**src/design/asc_pkg.sv**
```systemverilog
// Shared constants, types and modular arithmetic for the arithmetic subsequence counter.
`timescale 1ns / 1ps

package asc_pkg;

    // Largest accepted element value; the tables hold one row per value.
    localparam int MAX_VALUE = 100;

    // Fixed field widths.
    localparam int VAL_W  = 7;
    localparam int DATA_W = 30;

    localparam logic [DATA_W-1:0] MODULUS = DATA_W'(1000000009);

    // Table geometry: row = value index, column = difference index, rows padded to 2^COL_W.
    localparam int ROW_W     = $clog2(MAX_VALUE);
    localparam int COL_W     = ROW_W;
    localparam int ADDR_W    = ROW_W + COL_W;
    localparam int TAB_DEPTH = MAX_VALUE << COL_W;

    localparam logic [ADDR_W-1:0] CLR_LAST  = ADDR_W'(TAB_DEPTH - 1);
    localparam logic [ROW_W-1:0]  DIFF_LAST = ROW_W'(MAX_VALUE - 1);

    typedef enum logic [3:0] {
        S_CLEAR,
        S_IDLE,
        S_LOOP,
        S_DRAIN,
        S_SELF_RD,
        S_SELF_WR,
        S_ADD_R,
        S_ADD_F,
        S_EMIT
    } t_state;

    typedef struct packed {
        logic              capture;
        logic              issue;
        logic [ROW_W-1:0]  diff;
        logic              self_rd;
        logic              self_wr;
        logic              add_r;
        logic              add_f;
        logic              load_out;
        logic              clear;
        logic [ADDR_W-1:0] clr_addr;
    } t_cmd;

    typedef struct packed {
        logic value_ok;
        logic pipe_busy;
    } t_status;

    // Both operands are already reduced, so one conditional subtract suffices.
    function automatic logic [DATA_W-1:0] add_mod(input logic [DATA_W-1:0] a,
                                                  input logic [DATA_W-1:0] b);
        logic [DATA_W:0] s;
        s = {1'b0, a} + {1'b0, b};
        if (s >= {1'b0, MODULUS}) begin
            s = s - {1'b0, MODULUS};
        end
        return s[DATA_W-1:0];
    endfunction

endpackage

```
**src/design/asc_ctrl.sv**
```systemverilog
// Controller state machine: sequences the clearing sweep, the difference loop and the result.
`timescale 1ns / 1ps

module asc_ctrl (
    input  logic                    i_clk,
    input  logic                    i_rst_n,
    input  logic                    i_valid,
    output logic                    o_stall,
    input  logic                    i_last,
    output logic                    o_valid,
    input  logic                    i_stall,
    input  asc_pkg::t_status        i_status,
    output asc_pkg::t_cmd           o_cmd
);

    import asc_pkg::*;

    t_state              r_state, n_state;
    logic [ROW_W-1:0]    r_diff, n_diff;
    logic [ADDR_W-1:0]   r_clr_addr, n_clr_addr;
    logic                r_last, n_last;
    logic                r_out_valid, n_out_valid;

    logic in_accept;
    logic out_free;
    logic out_taken;

    assign in_accept = i_valid && (r_state == S_IDLE);
    assign out_taken = r_out_valid && !i_stall;
    assign out_free  = !r_out_valid || !i_stall;

    // Next state.
    always_comb begin
        n_state = r_state;
        unique case (r_state)
            S_CLEAR: begin
                if (r_clr_addr == CLR_LAST) begin
                    n_state = S_IDLE;
                end
            end
            S_IDLE: begin
                if (i_valid) begin
                    if (i_status.value_ok) begin
                        n_state = S_LOOP;
                    end else if (i_last) begin
                        n_state = S_EMIT;
                    end
                end
            end
            S_LOOP: begin
                if (r_diff == DIFF_LAST) begin
                    n_state = S_DRAIN;
                end
            end
            S_DRAIN: begin
                if (!i_status.pipe_busy) begin
                    n_state = S_SELF_RD;
                end
            end
            S_SELF_RD: n_state = S_SELF_WR;
            S_SELF_WR: n_state = S_ADD_R;
            S_ADD_R:   n_state = S_ADD_F;
            S_ADD_F:   n_state = r_last ? S_EMIT : S_IDLE;
            S_EMIT: begin
                if (out_free) begin
                    n_state = S_CLEAR;
                end
            end
            default:   n_state = S_CLEAR;
        endcase
    end

    // Counters and flags.
    always_comb begin
        n_diff      = r_diff;
        n_clr_addr  = r_clr_addr;
        n_last      = r_last;
        n_out_valid = r_out_valid;
        if (r_state == S_IDLE) begin
            n_diff = ROW_W'(1);
        end else if (r_state == S_LOOP) begin
            n_diff = r_diff + ROW_W'(1);
        end
        if (r_state == S_CLEAR) begin
            n_clr_addr = r_clr_addr + ADDR_W'(1);
        end else if (r_state == S_EMIT) begin
            n_clr_addr = '0;
        end
        if (in_accept) begin
            n_last = i_last;
        end
        if ((r_state == S_EMIT) && out_free) begin
            n_out_valid = 1'b1;
        end else if (out_taken) begin
            n_out_valid = 1'b0;
        end
    end

    // Commands to the datapath.
    always_comb begin
        o_cmd          = '0;
        o_cmd.diff     = r_diff;
        o_cmd.clr_addr = r_clr_addr;
        unique case (r_state)
            S_CLEAR:   o_cmd.clear    = 1'b1;
            S_IDLE:    o_cmd.capture  = in_accept;
            S_LOOP:    o_cmd.issue    = 1'b1;
            S_DRAIN:   o_cmd.issue    = 1'b0;
            S_SELF_RD: o_cmd.self_rd  = 1'b1;
            S_SELF_WR: o_cmd.self_wr  = 1'b1;
            S_ADD_R:   o_cmd.add_r    = 1'b1;
            S_ADD_F:   o_cmd.add_f    = 1'b1;
            S_EMIT:    o_cmd.load_out = out_free;
            default:   o_cmd.clear    = 1'b0;
        endcase
    end

    always_ff @(posedge i_clk) begin
        if (!i_rst_n) begin
            r_state     <= S_CLEAR;
            r_diff      <= ROW_W'(1);
            r_clr_addr  <= '0;
            r_last      <= 1'b0;
            r_out_valid <= 1'b0;
        end else begin
            r_state     <= n_state;
            r_diff      <= n_diff;
            r_clr_addr  <= n_clr_addr;
            r_last      <= n_last;
            r_out_valid <= n_out_valid;
        end
    end

    assign o_stall = (r_state != S_IDLE);
    assign o_valid = r_out_valid;

    a_drained_before_self: assert property (@(posedge i_clk) disable iff (!i_rst_n)
        (r_state == S_SELF_RD) |-> !i_status.pipe_busy)
        else $error("self update started with table writes still in flight");

    a_diff_in_range: assert property (@(posedge i_clk) disable iff (!i_rst_n)
        (r_state == S_LOOP) |-> ((r_diff != '0) && (r_diff <= DIFF_LAST)))
        else $error("difference counter out of range");

    a_result_from_emit: assert property (@(posedge i_clk) disable iff (!i_rst_n)
        $rose(r_out_valid) |-> ($past(r_state) == S_EMIT))
        else $error("result raised outside the emit state");

endmodule

```
**config.mk**
```make
export PLATFORM = sky130hd
export DESIGN_NAME = asc_ctrl
export DESIGN_NICKNAME = d
export VERILOG_FILES = /design/src/design/asc_pkg.sv /design/src/design/asc_ctrl.sv
export SDC_FILE = /design/constraint.sdc
export NUM_CORES = 1
export LEC_CHECK = 0
export BUFFER_PORTS_ARGS = -buffer_cell sky130_fd_sc_hd__buf_2
export CAP_MARGIN = 10
export CORE_MARGIN = 2
export CORE_UTILIZATION = 40
export DETAILED_ROUTE_END_ITERATION = 10
export PLACE_DENSITY = 0.73
export SLEW_MARGIN = 20
export SYNTH_ARGS = -nofsm -noshare
export SYNTH_HDL_FRONTEND = slang
export SYNTH_SLANG_ARGS = --single-unit
```
**constraint.sdc**
```tcl
create_clock -name i_clk -period 3.9 [get_ports i_clk]
set_clock_uncertainty 0.15 [all_clocks]
set_input_delay 0.39 -clock i_clk [delete_from_list [all_inputs] [get_ports i_clk]]
set_output_delay 0.39 -clock i_clk [all_outputs]
set_load 0.05 [all_outputs]
```
==> impl.org <==
** Status
- Result of the run :: complete, no violations

** Timing
- Final-layout worst hold slack :: 198 ps
- Relative slew margins :: 66.6%
- Final worst path period share :: 66.7%
- Total of endpoints with negative setup slack in the final report :: 0
- For the pin with the worst max-slew slack, the measured transition is roughly 500 ps.
- Adding up every negative setup slack in the final design gives 0 ps.
- Setup repair after global routing missed its margin :: no
- Derived from the worst setup path, the maximum achievable clock frequency is 384 MHz.
- The number of hold-slack violations in the final timing report was 0.
- The count of final max-slew check failures is 0.
- Shortest clock period the worst path allows after layout :: 2600 ps

** CTS
- CTS HTree Levels :: 1
- TritonCTS built the clock tree.
- Clock-pin slew was measured on the worst setup and hold paths at 140 ps.
- In this run the post-CTS setup repair buffer count came out at 0.
- Clock buffer depth :: 2
- Cell chosen for the clock root :: clkbuf_4
- Counting every sink on the clock net gives 27.
- The later pin in the worst-skew pair is clocked with a latency of 320 ps.
- Number of buffers added by the clock tree synthesis step :: 3
- Buffers inserted to repair hold after CTS numbered 0.
- Post_cts resized :: 0

** Min path
- Tightest Hold Check Type :: in -> reg
- Hold wc startpoint :: i_last
- The worst hold path terminates at r_last.
- Worst hold path cell count :: 3

** Synthesis
- Synthesized Nets :: 180
- During synthesis, Yosys emitted a total of 0 warnings.
- The synthesized design contains 27 register bits.
- Synthesis handed over a netlist of 171 instances.
- The mapped netlist covers 1400 µm².
- Sequential share of the synthesized area :: 38.6%
- Post-synthesis average cell area :: just over 8 µm²
- After synthesis, the netlist uses 40 different library cells.

** Finish
- With fillers left out, the area of the finished cells amounts to 1620 µm².
- Share of final-layout standard cells stronger than drive strength 1 :: a little over a fifth
- Utilization of the core after routing :: 48.6%
- The repair_antennas step left the layout with diodes totalling 0.
- At the end of the flow, the number of nets in the layout was around 210.
- Relative to the synthesized area, the layout overhead comes to 15.9%.

** Worst setup path
- Along the worst path, the maximum fanout reaches 13.
- Setup slack on the worst reg-to-reg path comes out at 1800 ps.
- CP Data Arrival Time :: 2060 ps
- Slowest cell on crit path :: dfxtp_1
- The critical path is of the reg -> out type.
- Data required time of the worst path :: 3360 ps
- For this run, the slowest stage of the critical path takes roughly 630 ps.
- For the worst flop-to-flop path, the logic depth is 5.
- The worst register-to-register path begins at r_state[0].
- R2R Path End :: r_state[0]
- Kind of start point of the critical path :: flip-flop
- The number of buffers and inverters on the critical path is 1.
- The signal on the critical path passes through or2b_1 -> or3_1 -> nor2_1 -> buf_2.
- In this design, the largest share of critical-path delay is due to simple AND/OR/NAND/NOR gates.
- CP endpoint kind :: primary output

** Floorplanning
- The floorplan step defined a die boundary enclosing 3990 µm².
- From bottom edge to top edge, the die measures around 63 µm.
- Core Rows :: 21
- Area of the placeable core :: 3340 µm²
- 38 I/O pins were placed.
- Width of the chip :: roughly 63 µm
- The initial utilization of the core area, before any placement, comes to 42.0%.

** Power and ir drop
- Across the VDD grid, the largest voltage drop is 102 µV.
- P per Cell Area :: 265 nW/µm²
- In this run the static leakage power is 0.710 nW.

** Placement
- Placement-stage cell area :: around 1600 µm²
- Summed over all nets, the half-perimeter wirelength after detailed placement is 2150 µm.
- Buffers placed on the I/O ports in this run total 37.
- At the end of routability-driven placement, the weighted congestion stood at 0.827.

** Detailed routing
- After the first detailed-routing iteration, the DRC count stood at 49.
- After detailed routing, the total wire length is 2890 µm.
- For this run, the detailed router's first-pass iteration total came to 4.
- The detailed router placed between 1000 and 1500 vias in this run.
- Antenna viol nets, final :: 0
- In the routed design, unresolved DRC markers number 0.
- Using the TritonRoute via totals, the vias-per-cell ratio works out to just over 5.
- After detailed routing, the average wire length per cell comes to 11.6 µm.

** GRT
- Entering global routing, the biggest net connects 18 pins.
- The first global-routing pass estimated 4910 µm of wire.
- Global routing used 15.0% of the available tracks.
- Via count of the first global-routing pass :: roughly 1100
- Global route overflow :: 0
- Initial antenna violation count :: 0

** Run
- Maximum capacitance violations :: 0
-- worst reg2reg max path, cell delays in order (launching register included) --
cell and delay (ps):
dfxtp_1 470, or4_1 660, inv_1 210, o32a_1 210, nand2b_1 190, o21ai_0 110
-- metal layers --
layer,track usage (%),vias up,wire length [µm]
met5,0,-,0
met4,6.39,0,27
met2,22.7,21,1340
met3,1.96,2,119
met1,21.2,574,1410
li1,-,661,-
-- how the worst max path moves through the flow --
stage	startpoint	endpoint	slack [ps]	cells past startpoint
after global placement	r_state[0]	o_cmd[28]	1690	4
final	r_state[0]	o_cmd[28]	1300	4
after global routing	r_state[0]	o_cmd[28]	1170	4
after detailed placement	r_state[0]	o_cmd[28]	1670	4
after floorplan	r_state[2]	o_cmd[17]	1320	3
after CTS	r_state[0]	o_cmd[28]	1290	4
-- final cells by class --
class | instances | area [µm²]
fillers | 348 | 1710
multi-input cells | 133 | 802
flip-flops and latches | 27 | 541
repair buffers | 37 | 185
well taps | 46 | 57.6
clock buffers | 4 | 26.3
inverters | 3 | 11.3
-- cell usage after synthesis (all sizes together) --
library cell / number / area, µm²
o21a: 3 / 22.5
a22oi: 1 / 7.51
nor4b: 1 / 23.8
o32a: 1 / 10.0
nand3: 9 / 45.0
and3: 2 / 12.5
o31ai: 1 / 7.51
a21boi: 1 / 7.51
o22ai: 1 / 6.26
mux2i: 2 / 20.0
o211a: 2 / 20.0
xnor2: 3 / 26.3
clkbuf: 2 / 7.51
buf: 6 / 38.8
or2b: 1 / 7.51
and4: 2 / 17.5
o311a: 1 / 10.0
nand4: 6 / 37.5
nor3: 4 / 31.3
or4: 1 / 7.51
a21oi: 7 / 35.0
nor3b: 2 / 15.0
nand2: 24 / 90.1
and4b: 1 / 10.0
ha: 2 / 25.0
o21ai: 10 / 50.1
or4b: 2 / 20.0
nand2b: 3 / 18.8
and2: 2 / 12.5
nor2b: 3 / 18.8
xor2: 8 / 70.1
dfxtp: 27 / 541
or3: 6 / 37.5
nor2: 21 / 78.8
inv: 3 / 11.3
-- stage by stage --
step           cells  worst slack, ps  power, mW
2_1_floorplan    171             1320      0.309
3_3_place_gp     246             1690      0.317
3_5_place_dp     246             1670      0.318
4_1_cts          250             1290      0.438
5_1_grt          250             1170      0.449
6_report         250             1300      0.431
-- state kept, by name, summed over array words and instances, names as in the netlist --
name and flops:
r_clr_addr 14, r_diff 7, r_state 4, o_valid 1, r_last 1
-- logic make-up after synthesis --
| group | after synthesis | share of synthesized area, % |
|---|---|---|
| simple gates | 90 | 34.6 |
| compound gates | 28 | 12.6 |
| flops | 27 | 38.6 |
| xor+xnor | 11 | 6.88 |
| buf+inv | 11 | 4.11 |
| mux | 2 | 1.43 |
| fa+ha+maj | 2 | 1.79 |
-- placed cells by master (no fill, tap or decap), drive strengths merged --
master and n:
dfxtp 27, o32a 1, or4b 2, xnor2 3, nor2b 3, nor3 4
or3 6, mux2i 2, o21ai 10, nand3 9, and3 2, a22oi 1
and4 2, nor4b 1, nand2 24, nand4 6, o21a 3, or4 1
xor2 8, o311a 1, o211a 2, o31ai 1, nand2b 3, nor2 21
or2b 1, o22ai 1, nor3b 2, inv 3, ha 2, and2 2
a21oi 7, and4b 1, buf 37, clkbuf 4, a21boi 1
-- power by group --
part	switching (mW)	leakage, nW	internal (mW)
combinational	0.0207	0.477	0.00893
clock	0.0791	0.0150	0.0400
sequential	0.00329	0.218	0.279
total	0.103	0.710	0.328
No activity file was read; power rests on OpenSTA's default activity.
